==> config.mk <==
export PLATFORM = sky130hd
export DESIGN_NAME = charlieplex_led_scanner_flat
export DESIGN_NICKNAME = d
export VERILOG_FILES = /design/src/rtl/core/cls_pkg.sv /design/src/rtl/core/cls_if.sv /design/src/rtl/core/cls_ctrl.sv /design/src/rtl/core/cls_datapath.sv /design/src/rtl/core/charlieplex_led_scanner.sv /design/src/flat_wrapper.sv
export SDC_FILE = /design/constraint.sdc
export NUM_CORES = 1
export LEC_CHECK = 0
export ABC_AREA = 1
export BUFFER_PORTS_ARGS = -buffer_cell sky130_fd_sc_hd__clkbuf_2
export CAP_MARGIN = 20
export CELL_PAD_IN_SITES_DETAIL_PLACEMENT = 2
export CELL_PAD_IN_SITES_GLOBAL_PLACEMENT = 2
export CORE_MARGIN = 3
export CORE_UTILIZATION = 35
export CTS_CLUSTER_SIZE = 28
export DETAILED_ROUTE_END_ITERATION = 10
export PLACE_DENSITY = 0.85
export SYNTH_ARGS = -nofsm -noshare
export SYNTH_HDL_FRONTEND = slang
export SYNTH_SLANG_ARGS = --single-unit
==> constraint.sdc <==
create_clock -name i_clk -period 5.6 [get_ports i_clk]
set_input_delay 0 -clock i_clk [delete_from_list [all_inputs] [get_ports i_clk]]
set_output_delay 0 -clock i_clk [all_outputs]
set_load 0.01 [all_outputs]
==> src/rtl/core/cls_pkg.sv <==
// Shared constants, codes and controller/datapath bundles for the charlieplex LED scanner.
package cls_pkg;

    localparam int MAX_PINS = 8;
    localparam int PIN_W    = 4;            // holds a pin count up to MAX_PINS
    localparam int ROW_W    = 4;            // holds a row count up to MAX_PINS
    localparam int SEL_W    = 3;            // selects one of MAX_PINS pins or rows
    localparam int SLOT_N   = MAX_PINS - 1; // anode slots per cathode word
    localparam int IDX_W    = 6;
    localparam int GRID_W   = 7;            // holds pins * (pins - 1)

    localparam logic [1:0] KIND_WRITE  = 2'd0;
    localparam logic [1:0] KIND_TOGGLE = 2'd1;
    localparam logic [1:0] KIND_TICK   = 2'd2;

    localparam logic REG_PIN_COUNT = 1'b0;
    localparam logic REG_ROW_COUNT = 1'b1;

    localparam logic [PIN_W-1:0] PIN_COUNT_RESET = 4'd8;
    localparam logic [ROW_W-1:0] ROW_COUNT_RESET = 4'd8;

    // Commands from the controller to the datapath.
    typedef struct packed {
        logic load;       // capture the incoming transaction
        logic div_step;   // one restoring division step
        logic apply;      // update the addressed LED bit
        logic scan_step;  // examine one pin of the scan row
        logic finish;     // commit tick state and load the result register
    } t_cmd;

    // Status from the datapath to the controller.
    typedef struct packed {
        logic div_last;
        logic scan_last;
        logic oor;
        logic out_free;
    } t_status;

endpackage

==> src/rtl/core/cls_if.sv <==
// Handshake channel interfaces: input items, result items and configuration writes.
interface cls_item_if;
    logic       valid;
    logic       ready;
    logic [1:0] kind;
    logic [5:0] led_index;
    logic       led_value;

    modport source (output valid, kind, led_index, led_value, input ready);
    modport sink   (input valid, kind, led_index, led_value, output ready);
endinterface

interface cls_result_if;
    logic       valid;
    logic       ready;
    logic       led_state;
    logic       out_of_range;
    logic [7:0] drive_high;
    logic [7:0] drive_low;
    logic [2:0] scan_row;

    modport source (output valid, led_state, out_of_range, drive_high, drive_low, scan_row,
                    input ready);
    modport sink   (input valid, led_state, out_of_range, drive_high, drive_low, scan_row,
                    output ready);
endinterface

interface cls_cfg_if;
    logic       valid;
    logic       ready;
    logic       index;
    logic [3:0] data;

    modport source (output valid, index, data, input ready);
    modport sink   (input valid, index, data, output ready);
endinterface

==> src/rtl/core/cls_ctrl.sv <==
// Sequencing controller: divide, update, scan and result hand-off.
module cls_ctrl (
    input  logic             i_clk,
    input  logic             i_rst_n,
    input  logic             i_in_valid,
    input  logic [1:0]       i_in_kind,
    input  cls_pkg::t_status i_status,
    output logic             o_in_ready,
    output cls_pkg::t_cmd    o_cmd
);

    typedef enum logic [2:0] {
        S_IDLE,
        S_DIV,
        S_APPLY,
        S_SCAN,
        S_FINISH
    } t_state;

    t_state r_state;
    logic   w_accept;

    assign o_in_ready = (r_state == S_IDLE);
    assign w_accept   = i_in_valid && o_in_ready;

    always_comb begin
        o_cmd           = '0;
        o_cmd.load      = w_accept;
        o_cmd.div_step  = (r_state == S_DIV);
        o_cmd.apply     = (r_state == S_APPLY);
        o_cmd.scan_step = (r_state == S_SCAN);
        o_cmd.finish    = (r_state == S_FINISH) && i_status.out_free;
    end

    always_ff @(posedge i_clk) begin
        if (!i_rst_n) begin
            r_state <= S_IDLE;
        end else begin
            case (r_state)
                S_IDLE: begin
                    if (w_accept) begin
                        if (i_in_kind == cls_pkg::KIND_WRITE ||
                            i_in_kind == cls_pkg::KIND_TOGGLE) begin
                            r_state <= S_DIV;
                        end else if (i_in_kind == cls_pkg::KIND_TICK) begin
                            r_state <= S_SCAN;
                        end else begin
                            r_state <= S_FINISH;
                        end
                    end
                end
                S_DIV: begin
                    if (i_status.div_last) begin
                        r_state <= i_status.oor ? S_FINISH : S_APPLY;
                    end
                end
                S_APPLY: begin
                    r_state <= S_FINISH;
                end
                S_SCAN: begin
                    if (i_status.scan_last) begin
                        r_state <= S_FINISH;
                    end
                end
                S_FINISH: begin
                    if (i_status.out_free) begin
                        r_state <= S_IDLE;
                    end
                end
                default: begin
                    r_state <= S_IDLE;
                end
            endcase
        end
    end

endmodule

==> src/rtl/core/cls_datapath.sv <==
// Datapath: configuration, LED bit store, serial divider, scan walker and result register.
module cls_datapath (
    input  logic             i_clk,
    input  logic             i_rst_n,
    input  cls_pkg::t_cmd    i_cmd,
    output cls_pkg::t_status o_status,
    // configuration writes
    input  logic             i_cfg_write,
    input  logic             i_cfg_index,
    input  logic [3:0]       i_cfg_data,
    // incoming transaction payload
    input  logic [1:0]       i_kind,
    input  logic [5:0]       i_led_index,
    input  logic             i_led_value,
    // result channel
    input  logic             i_out_ready,
    output logic             o_out_valid,
    output logic             o_led_state,
    output logic             o_out_of_range,
    output logic [7:0]       o_drive_high,
    output logic [7:0]       o_drive_low,
    output logic [2:0]       o_scan_row
);

    localparam int MP = cls_pkg::MAX_PINS;
    localparam int SW = cls_pkg::SEL_W;

    logic [cls_pkg::PIN_W-1:0]  r_pin_count;
    logic [cls_pkg::ROW_W-1:0]  r_row_count;
    logic [cls_pkg::SLOT_N-1:0] r_led_bits [MP];
    logic [SW-1:0]              r_scan;
    logic [2*MP-1:0]            r_pin_drive;

    logic [1:0]                 r_kind;
    logic                       r_val;
    logic                       r_oor;
    logic [cls_pkg::IDX_W-1:0]  r_quot;
    logic [SW-1:0]              r_rem;
    logic [SW-1:0]              r_step;
    logic [SW-1:0]              r_cath;
    logic [SW-1:0]              r_pin;
    logic [SW-1:0]              r_slot;
    logic [MP-1:0]              r_hi;
    logic                       r_state_bit;

    logic                       r_out_valid;
    logic                       r_out_state;
    logic                       r_out_oor;
    logic                       r_out_tick;
    logic [SW-1:0]              r_out_row;

    logic [cls_pkg::PIN_W-1:0]  w_pins;
    logic [SW-1:0]              w_slots;
    logic [cls_pkg::ROW_W-1:0]  w_rows;
    logic [cls_pkg::GRID_W-1:0] w_grid;
    logic [SW-1:0]              w_tick_row;
    logic [SW:0]                w_trial;
    logic                       w_ge;
    logic [cls_pkg::SLOT_N-1:0] w_cur;
    logic [cls_pkg::SLOT_N-1:0] w_mask;
    logic [cls_pkg::SLOT_N-1:0] w_new;
    logic [MP-1:0]              w_scan_word;
    logic [cls_pkg::ROW_W-1:0]  w_next_row;
    logic [MP-1:0]              w_lo;
    logic                       w_is_tick;

    // Saturate the pin and row counts into their meaningful ranges.
    always_comb begin
        if (r_pin_count < cls_pkg::PIN_W'(2)) begin
            w_pins = cls_pkg::PIN_W'(2);
        end else if (r_pin_count > cls_pkg::PIN_W'(MP)) begin
            w_pins = cls_pkg::PIN_W'(MP);
        end else begin
            w_pins = r_pin_count;
        end
        if (r_row_count == '0) begin
            w_rows = cls_pkg::ROW_W'(1);
        end else if (r_row_count > w_pins) begin
            w_rows = w_pins;
        end else begin
            w_rows = r_row_count;
        end
    end

    assign w_slots    = SW'(w_pins - cls_pkg::PIN_W'(1));
    assign w_grid     = cls_pkg::GRID_W'(w_pins) * cls_pkg::GRID_W'(w_slots);
    assign w_tick_row = ({1'b0, r_scan} < w_rows) ? r_scan : '0;

    // Restoring division step: bring in the next dividend bit, subtract when it fits.
    assign w_trial = {r_rem, r_quot[cls_pkg::IDX_W-1]};
    assign w_ge    = (w_trial >= {1'b0, w_slots});

    assign w_cur  = r_led_bits[r_quot[SW-1:0]];
    assign w_mask = cls_pkg::SLOT_N'(1) << r_rem;
    always_comb begin
        if (r_kind == cls_pkg::KIND_WRITE) begin
            w_new = r_val ? (w_cur | w_mask) : (w_cur & ~w_mask);
        end else begin
            w_new = w_cur ^ w_mask;
        end
    end

    assign w_scan_word = {1'b0, r_led_bits[r_cath]};
    assign w_next_row  = cls_pkg::ROW_W'(r_cath) + cls_pkg::ROW_W'(1);
    assign w_lo        = MP'(1) << r_cath;
    assign w_is_tick   = (r_kind == cls_pkg::KIND_TICK);

    assign o_status.div_last  = (r_step == SW'(cls_pkg::IDX_W - 1));
    assign o_status.scan_last = (r_pin == SW'(w_pins - cls_pkg::PIN_W'(1)));
    assign o_status.oor       = r_oor;
    assign o_status.out_free  = !r_out_valid || i_out_ready;

    // Configuration and architectural state.
    always_ff @(posedge i_clk) begin
        if (!i_rst_n) begin
            r_pin_count <= cls_pkg::PIN_COUNT_RESET;
            r_row_count <= cls_pkg::ROW_COUNT_RESET;
            r_scan      <= '0;
            r_pin_drive <= '0;
            for (int k = 0; k < MP; k++) begin
                r_led_bits[k] <= '0;
            end
        end else begin
            if (i_cfg_write) begin
                if (i_cfg_index == cls_pkg::REG_PIN_COUNT) begin
                    r_pin_count <= i_cfg_data;
                end else begin
                    r_row_count <= i_cfg_data;
                end
            end
            if (i_cmd.apply) begin
                r_led_bits[r_quot[SW-1:0]] <= w_new;
            end
            if (i_cmd.finish && w_is_tick) begin
                r_pin_drive <= {w_lo, r_hi};
                r_scan      <= (w_next_row == w_rows) ? '0 : SW'(w_next_row);
            end
        end
    end

    // Per-transaction working registers.
    always_ff @(posedge i_clk) begin
        if (i_cmd.load) begin
            r_kind      <= i_kind;
            r_val       <= i_led_value;
            r_oor       <= (i_kind == cls_pkg::KIND_WRITE || i_kind == cls_pkg::KIND_TOGGLE) &&
                           ({1'b0, i_led_index} >= w_grid);
            r_quot      <= i_led_index;
            r_rem       <= '0;
            r_step      <= '0;
            r_cath      <= w_tick_row;
            r_pin       <= '0;
            r_slot      <= '0;
            r_hi        <= '0;
            r_state_bit <= 1'b0;
        end else begin
            if (i_cmd.div_step) begin
                r_quot <= {r_quot[cls_pkg::IDX_W-2:0], w_ge};
                r_rem  <= w_ge ? SW'(w_trial - {1'b0, w_slots}) : w_trial[SW-1:0];
                r_step <= r_step + SW'(1);
            end
            if (i_cmd.apply) begin
                r_state_bit <= w_new[r_rem];
            end
            if (i_cmd.scan_step) begin
                // skip the cathode pin; the others take slot bits in order
                if (r_pin != r_cath) begin
                    r_hi[r_pin] <= w_scan_word[r_slot];
                    r_slot      <= r_slot + SW'(1);
                end
                r_pin <= r_pin + SW'(1);
            end
        end
    end

    // Result register.
    always_ff @(posedge i_clk) begin
        if (!i_rst_n) begin
            r_out_valid <= 1'b0;
        end else if (i_cmd.finish) begin
            r_out_valid <= 1'b1;
        end else if (i_out_ready) begin
            r_out_valid <= 1'b0;
        end
    end

    always_ff @(posedge i_clk) begin
        if (i_cmd.finish) begin
            r_out_state <= r_state_bit;
            r_out_oor   <= r_oor;
            r_out_tick  <= w_is_tick;
            r_out_row   <= w_is_tick ? r_cath : '0;
        end
    end

    assign o_out_valid    = r_out_valid;
    assign o_led_state    = r_out_state;
    assign o_out_of_range = r_out_oor;
    assign o_drive_high   = r_out_tick ? r_pin_drive[MP-1:0] : '0;
    assign o_drive_low    = r_out_tick ? r_pin_drive[2*MP-1:MP] : '0;
    assign o_scan_row     = r_out_row;

endmodule

==> src/rtl/core/charlieplex_led_scanner.sv <==
// Top level of the charlieplex LED scanner: channel wiring of controller and datapath.
//
// Usage:
//   i_item   - input transactions: kind (write, toggle, scan tick), led_index, led_value.
//   o_result - one result transaction per input: led_state, out_of_range, and for a
//              tick the drive_high / drive_low pin masks and the scan_row shown.
//   i_cfg    - register writes, always ready: index 0 pin_count, index 1 row_count.
//              Write only while the block is idle.
// Timing:
//   A write or toggle runs a 6-step restoring divider (index by pins-1) and then one
//   update step before the result is loaded. A tick walks the pins one per cycle and
//   then loads the result. Out-of-range indexes skip the update step; unused kinds go
//   straight to the result register.
//   One transaction is in work at a time; the divider and the pin walk set the rate.
// Reset:
//   pin_count and row_count return to 8, all LED bits clear, scan row 0, all pins at
//   high impedance. Reset is synchronous and active low.
// Stalls:
//   A finished result sits in the output register; the block takes the next input
//   while it waits, and holds the following result until the register drains.
module charlieplex_led_scanner (
    input logic          i_clk,
    input logic          i_rst_n,
    cls_item_if.sink     i_item,
    cls_result_if.source o_result,
    cls_cfg_if.sink      i_cfg
);

    cls_pkg::t_cmd    w_cmd;
    cls_pkg::t_status w_status;
    logic             w_in_ready;

    // Configuration is taken at any time.
    assign i_cfg.ready  = 1'b1;
    assign i_item.ready = w_in_ready;

    cls_ctrl u_ctrl (
        .i_clk      (i_clk),
        .i_rst_n    (i_rst_n),
        .i_in_valid (i_item.valid),
        .i_in_kind  (i_item.kind),
        .i_status   (w_status),
        .o_in_ready (w_in_ready),
        .o_cmd      (w_cmd)
    );

    cls_datapath u_datapath (
        .i_clk          (i_clk),
        .i_rst_n        (i_rst_n),
        .i_cmd          (w_cmd),
        .o_status       (w_status),
        .i_cfg_write    (i_cfg.valid),
        .i_cfg_index    (i_cfg.index),
        .i_cfg_data     (i_cfg.data),
        .i_kind         (i_item.kind),
        .i_led_index    (i_item.led_index),
        .i_led_value    (i_item.led_value),
        .i_out_ready    (o_result.ready),
        .o_out_valid    (o_result.valid),
        .o_led_state    (o_result.led_state),
        .o_out_of_range (o_result.out_of_range),
        .o_drive_high   (o_result.drive_high),
        .o_drive_low    (o_result.drive_low),
        .o_scan_row     (o_result.scan_row)
    );

endmodule

==> src/flat_wrapper.sv <==
// flat-port wrapper written by rule: the top's interface ports become plain ports
module charlieplex_led_scanner_flat 
  (i_clk, i_rst_n, i_item_valid, i_item_kind, i_item_led_index, i_item_led_value, i_item_ready, o_result_valid, o_result_led_state, o_result_out_of_range, o_result_drive_high, o_result_drive_low, o_result_scan_row, o_result_ready, i_cfg_valid, i_cfg_index, i_cfg_data, i_cfg_ready);
  cls_item_if i_item_i ();
  cls_result_if o_result_i ();
  cls_cfg_if i_cfg_i ();
  input logic i_clk;
  input logic i_rst_n;
  input wire logic [$bits(i_item_i.valid)-1:0] i_item_valid;
  input wire logic [$bits(i_item_i.kind)-1:0] i_item_kind;
  input wire logic [$bits(i_item_i.led_index)-1:0] i_item_led_index;
  input wire logic [$bits(i_item_i.led_value)-1:0] i_item_led_value;
  output wire logic [$bits(i_item_i.ready)-1:0] i_item_ready;
  output wire logic [$bits(o_result_i.valid)-1:0] o_result_valid;
  output wire logic [$bits(o_result_i.led_state)-1:0] o_result_led_state;
  output wire logic [$bits(o_result_i.out_of_range)-1:0] o_result_out_of_range;
  output wire logic [$bits(o_result_i.drive_high)-1:0] o_result_drive_high;
  output wire logic [$bits(o_result_i.drive_low)-1:0] o_result_drive_low;
  output wire logic [$bits(o_result_i.scan_row)-1:0] o_result_scan_row;
  input wire logic [$bits(o_result_i.ready)-1:0] o_result_ready;
  input wire logic [$bits(i_cfg_i.valid)-1:0] i_cfg_valid;
  input wire logic [$bits(i_cfg_i.index)-1:0] i_cfg_index;
  input wire logic [$bits(i_cfg_i.data)-1:0] i_cfg_data;
  output wire logic [$bits(i_cfg_i.ready)-1:0] i_cfg_ready;
  assign i_item_i.valid = i_item_valid;
  assign i_item_i.kind = i_item_kind;
  assign i_item_i.led_index = i_item_led_index;
  assign i_item_i.led_value = i_item_led_value;
  assign i_item_ready = i_item_i.ready;
  assign o_result_valid = o_result_i.valid;
  assign o_result_led_state = o_result_i.led_state;
  assign o_result_out_of_range = o_result_i.out_of_range;
  assign o_result_drive_high = o_result_i.drive_high;
  assign o_result_drive_low = o_result_i.drive_low;
  assign o_result_scan_row = o_result_i.scan_row;
  assign o_result_i.ready = o_result_ready;
  assign i_cfg_i.valid = i_cfg_valid;
  assign i_cfg_i.index = i_cfg_index;
  assign i_cfg_i.data = i_cfg_data;
  assign i_cfg_ready = i_cfg_i.ready;
  charlieplex_led_scanner u_core (.i_clk(i_clk), .i_rst_n(i_rst_n), .i_item(i_item_i), .o_result(o_result_i), .i_cfg(i_cfg_i));
endmodule
* After elaboration in Yosys (flattened, before gate mapping)
Memories as Yosys holds them, arrays and structs flattened. A register that Yosys moved wholly into a read port is not among the register bits.
Cells that the tools add are included.
** Storage, ports and cells
- Register bits after elaboration :: 71
- Memories :: 1
- RAM bits :: 56
- Memory bits (read-only) :: 0
- Input bits :: 19
- Bits in latches :: 0
- Output and inout bits :: 24
** Memories
- u_core.u_datapath.r_led_bits :: words 8, bits a word 7, read ports 2, clocked after memory_dff 2, write ports 8, line cls_datapath.sv:30 : logic [cls_pkg::SLOT_N-1:0] r_led_bits [MP];
** Operators by class
- Divide/modulo/power cells :: 0
- Reduce and logical (&&, ||, !) cells :: 19
- Multiplexer cells :: 39
- Bitwise gates (word level) :: 5
- Equal/unequal tests :: 15
- Shifts and indexed selects :: 2
- Multipliers :: 1
- Add/sub/neg operators :: 6
- Magnitude comparators :: 10
** Operators by type and width (count)
- 3-bit two-way mux :: 13
- 7-bit two-way mux :: 3
- 4-bit two-way mux :: 4
- 8-bit two-way mux :: 2
- 3-bit one-hot mux with 5 select lines :: 1
- 3-bit by 4-bit < comparator with 1-bit output (second input constant) :: 3
- 6-bit two-way mux :: 2
- 1-bit two-way mux :: 10
- 3-bit by 1-bit adder with 3-bit output (second input constant) :: 3
- 8-bit bitwise mux :: 1
- 1-bit by 3-bit << shifter with 8-bit output (first input constant) :: 1
- 7-bit bitwise AND :: 1
- 6-bit by 7-bit >= comparator with 1-bit output :: 1
- 4-bit by 3-bit multiplier with 7-bit output :: 1
- 7-bit NOT :: 1
- 7-bit bitwise OR :: 1
- 7-bit OR reduction :: 1
- 1-bit by 3-bit << shifter with 7-bit output (first input constant) :: 1
- 7-bit bitwise XOR :: 1
- 1-bit binary-select mux with 3-bit select :: 2
- 3-bit by 2-bit == test with 1-bit output (second input constant) :: 2
- 3-bit == test (second input constant) :: 2
- 2-bit != test (second input constant) :: 3
- 2-bit AND reduction :: 3
- other kinds (26) :: 34

* Logic depth before layout (Yosys ltp)
- Word-level depth :: 9
- Mapped depth :: 19
- Depth with buffers taken out :: 19

* By module
A second synthesis with hierarchy kept.
** Unflattened totals
- Cell total of the unflattened synthesis :: 1014
- Area, all modules :: 7676.1 um^2
** Modules (own cells, without submodules)
- cls_datapath :: sequential area each 3353.2 um^2, cells an instance 959, area an instance 7378.3 um^2, times used 1
- cls_ctrl :: sequential area each 60.1 um^2, cells an instance 53, area an instance 286.5 um^2, times used 1
- charlieplex_led_scanner :: sequential area each 0.0 um^2, cells an instance 2, area an instance 11.3 um^2, times used 1

* Worst setup path after synthesis
OpenSTA, ideal clock, no wires.
- Kind :: reg2reg
- Start :: register u_core.u_datapath.r_pin_count[2] (netlist bit)
- End :: register u_core.u_datapath.r_oor, data pin
- Setup time :: 0.256 ns
- Period minus slack after synthesis :: 3.531 ns
- Arrival time :: 3.276 ns
- Stages on the path, launching flop included :: 17
- Data required time :: 5.344 ns
- Path buffers :: 0
- Path slack :: 2.069 ns
- Path through :: dfxtp_1 inv_1 o21ai_0 ha_1 inv_1 ha_1 nor2_1 fa_1 ha_1 inv_1 fa_1 ha_1 o21ai_0 inv_1 o21ai_0 a21boi_0 o211a_1
** Between the ends
- Longest elaborated chain between the ends :: 7
- Elaborated cells between the ends (all ways) :: 8
- Those cells by class :: add/sub: 1; mul: 1; order compare: 3; mux: 2; reduce/logical: 1
** RTL lines
- start, declared :: line cls_datapath.sv:28 : logic [cls_pkg::PIN_W-1:0] r_pin_count;
- start signal, assigned :: line cls_datapath.sv:116 : r_pin_count <= cls_pkg::PIN_COUNT_RESET;
- start signal, assigned :: line cls_datapath.sv:126 : r_pin_count <= i_cfg_data;
- 4-bit greater-than comparator :: line cls_datapath.sv:71 : end else if (r_pin_count > cls_pkg::PIN_W'(MP)) begin
- 4-bit two-way mux :: line cls_datapath.sv:71
- 4-bit two-way mux * :: line cls_datapath.sv:69 : if (r_pin_count < cls_pkg::PIN_W'(2)) begin
- 3-bit by 1-bit subtractor with 3-bit output :: line cls_datapath.sv:85 : assign w_slots = SW'(w_pins - cls_pkg::PIN_W'(1));
- 4-bit by 3-bit multiplier with 7-bit output * :: line cls_datapath.sv:86 : assign w_grid = cls_pkg::GRID_W'(w_pins) * cls_pkg::GRID_W'(w_slots);
- 6-bit by 7-bit >= comparator with 1-bit output * :: line cls_datapath.sv:147 : ({1'b0, i_led_index} >= w_grid);
- 1-bit logical AND * :: line cls_datapath.sv:146 : r_oor <= (i_kind == cls_pkg::KIND_WRITE || i_kind == cls_pkg::KIND_TOGGLE) &&
- end signal, assigned :: line cls_datapath.sv:146
- end, declared :: line cls_datapath.sv:36 : logic r_oor;
Mark *: on every way between the ends. The rest lies on a longest branch, timed or not.
A chain may end at the register's enable or synchronous reset.

* Worst setup path in the final report
Ends and elaborated chain as after synthesis.

==> results.md <==
- Layout Utilization: 0.413
- Wire length per cell: 22.3 um
- Critical Path End Type: flip-flop
- Overflow after GRT: 0
- Slew Limit Fails: 0
- Lkg Pwr: 4.01 nW
- Dominant cell type by area after synthesis: edfxtp_1
- Clk buf depth: 2
- Clock Skew: 0.0136 ns
- Starting Density: 0.358
- Largest family of logic cells by synthesized area: simple AND/OR/NAND/NOR gates
- Status: complete, no violations
- First-iteration detailed-routing DRC count: 373
- Mapped Avg Cell Area: 7.82 sq um
- CTS Buf Count: 17
- Post-Synth Adder-Cell Area: 0.0667
- Avg Vias per Cell: 5.36
- XOR/XNOR share of the synthesized area: 0.0104
- Die ar.: 23500 sq um
- Final Hold Fails: 0
- Synth Cell Area: 7580 sq um
- Via count: 7032
- Commonest cells in the netlist: nand2_1, nor2_1, inv_1, edfxtp_1, o21ai_0
- Post-CTS Setup Repair Bufs: 0
- Clock root cell: clkbuf_16
- Post-synth top area share: 0.297
- Antenna violations before repair: 0
- Fillers: 2373
- DRT Wirelength: 29300 um
- Post-synthesis cell type count: 42
- Top post-synthesis cells by area: edfxtp_1, dfxtp_1, nand2_1
- Worst Setup Start Kind: flip-flop
- Least-Margin Pin Slew: 0.747 ns
- Die Span X: 153 um
- Async S/R FF share, synth: 0
- Final min period: 4.18 ns
- Final setup viols: 0
- Reg clk slew, reported paths: 0.06 ns
- Hpwl dp: 18300 um
- Maxcap violations: 0
- First-pass GRT wire length: 46000 um
- Crit-path max FO: 5
- #FFs+latches synth: 133
- Largest net degree at the start of global routing: 52
- Final net count: 1081
- Synth warnings: 0
- Layout cells sized above 1: 0.0964
- Setup TNS: 0 ns
- Port Buf Inserts: 41
- Max incr delay on CP: 0.60 ns
- Post-Syn Nets: 1026
- F_max: 0.239 GHz
- CP Cell Sequence: inv_1 -> o21ai_0 -> ha_1 -> inv_1 -> ha_1 -> nor2_1 -> fa_1 -> ha_1 -> inv_1 -> fa_1 -> ha_1 -> o21ai_0 -> inv_1 -> o21ai_0 -> a21boi_0 -> o211a_1
- VDD IR max: 0.000269 V
- Register area share after synthesis: 0.450
- Synth Instances: 969
- Vias in the first global route: 7991
- # IOs: 43
- All-Layer GR Usage: 0.254
- Number of flops mapped to enable cells by yosys: 75
- Antenna diodes: 0
- Clk sinks: 133
- Final period util: 0.746
- Critical Path RT: 5.79 ns
- Most common cell in the netlist: nand2_1
- Skew-Pair Late Insertion Delay: 0.44 ns
- Site row count: 53
- Core area: 21200 sq um
- Unrepaired setup endpoints after global routing: no
- Data arrival, critical path: 4.37 ns
- Pre-Repair DR Iteration Count: 4
- Compound-Gate Fraction of Synth Area: 0.131
- Pwr Density: 488 nW/um^2
- CTS tree: done
- Worst hold path type: in -> reg
- Normalized max-slew margin: 0.497
- Routability cong.: 0.800
- Fraction of the mapped netlist area in simple logic gates: 0.237
- Mux contribution to synthesized area: 0
- Die Y-Extent: 153 um
- Slowest-stage cell, CP: o21ai_0
- DRC violations left: 0
- Buf+Inv Stages, Crit Path: 4
- Crit path kind: reg -> reg
- Syn-to-layout area delta: 15.3%
- Worst path top cell family by delay: adder cells
- H-Tree Depth: 4
- Primary FF master, synth: edfxtp_1
- Antenna-violating nets left: 0
-- stage by stage --
step | worst slack [ns] | area (sq um) | power, W | hold slack [ns] | cells
2_1_floorplan | 2.07 | 7580 | 0.00247 | 0.0989 | 969
4_1_cts | 1.43 | 8740 | 0.00424 | 0.173 | 1312
3_5_place_dp | 1.45 | 7940 | 0.00301 | 0.205 | 1258
3_3_place_gp | 1.66 | 7940 | 0.00292 | 0.213 | 1258
5_1_grt | 1.16 | 8740 | 0.00451 | 0.231 | 1312
6_report | 1.42 | 8740 | 0.00427 | 0.174 | 1312
-- sequential cells by signal, indices dropped and copies added (netlist names), 4 cells and up, named ones only --
register	flops
u_core.u_datapath.r_pin_drive	16
u_core.u_datapath.r_led_bits	56
u_core.u_datapath.r_pin_count	4
u_core.u_datapath.r_row_count	4
u_core.u_datapath.r_hi	8
u_core.u_datapath.r_quot	6
-- area by class of cell --
type	count	area [sq um]	share of cell area
Clock inverter	11	93.8	0.0107
Inverter	149	559	0.0640
Timing Repair Buffer	68	463	0.0530
Clock buffer	21	482	0.0551
Multi-Input combinational cell	655	3380	0.387
Sequential cell	133	3410	0.391
Tap cell	275	344	0.0394
-- worst register-to-register path, cell delays in order, from the launching register on --
cell,delay (ns)
dfxtp_1,0.31
inv_1,0.08
o21ai_0,0.60
ha_1,0.26
inv_1,0.06
ha_1,0.38
nor2_1,0.10
fa_1,0.56
ha_1,0.19
inv_1,0.06
fa_1,0.46
ha_1,0.28
o21ai_0,0.07
inv_1,0.05
o21ai_0,0.15
a21boi_0,0.11
o211a_1,0.21
-- cells by family (layout without fill, tap and decap cells) --
logic type	after synthesis	in the layout
AOI/OAI and AO/OA	174	174
xor gates and xnor gates	9	9
adders and majority gates	38	38
buffers and inverters	181	249
DFF	133	133
other	1	1
and+or+nand+nor	433	433
-- power breakdown --
| part | total (W) | switching, W | internal, W |
|---|---|---|---|
| clock | 0.00113 | 0.000468 | 0.000661 |
| sequential | 0.00137 | 0.000158 | 0.00121 |
| combinational | 0.00177 | 0.00131 | 0.000458 |
| total | 0.00427 | 0.00194 | 0.00233 |
-- per-layer routing --
| metal | up-vias | GRT usage | share of wire |
|---|---|---|---|
| met2 | 162 | 0.461 | 0.53 |
| met3 | 51 | 0.0453 | 0.038 |
| li1 | 3274 | - | - |
| met4 | 0 | 0.0916 | 0.027 |
| met5 | - | 0 | 0 |
| met1 | 3545 | 0.299 | 0.41 |
-- worst paths after layout --
path / start / to / slack, ns / depth (start not counted)
setup / recovery: u_core.u_datapath.r_pin_count[2] / u_core.u_datapath.r_oor / 1.42 / 16
hold / removal: i_item_valid / u_core.u_ctrl.r_state[0] / 0.17 / 7
setup reg to reg: u_core.u_datapath.r_pin_count[2] / u_core.u_datapath.r_oor / 1.42 / 16
hold reg to reg: u_core.u_datapath.r_state_bit / u_core.u_datapath.o_led_state / 0.44 / 0
-- layout by cell type (no fill, tap or decap), types with 4 or more instances in the layout --
| master | Yosys | layout |
|---|---|---|
| xor2_1 | 4 | 4 |
| nand2_1 | 189 | 189 |
| edfxtp_1 | 75 | 75 |
| clkbuf_2 | 2 | 41 |
| o21a_1 | 9 | 9 |
| buf_4 | 5 | 5 |
| clkbuf_16 | 0 | 18 |
| dfxtp_1 | 58 | 58 |
| xnor2_1 | 5 | 5 |
| ha_1 | 34 | 34 |
| o21ai_0 | 73 | 73 |
| o211ai_1 | 23 | 23 |
| nand3_1 | 72 | 72 |
| fa_1 | 4 | 4 |
| inv_1 | 140 | 140 |
| dlygate4sd3_1 | 0 | 22 |
| nor2_1 | 150 | 149 |
| inv_2 | 8 | 8 |
| a21oi_1 | 54 | 54 |
| nand4_1 | 9 | 9 |
| inv_4 | 0 | 5 |
-- timing repair --
item	in CTS	in global routing
hold buffers	22	0
endpoints found under the hold margin	20	0
endpoints found under the setup margin	0	0
resized for setup	0	0
(Power assumes the default switching activity.)
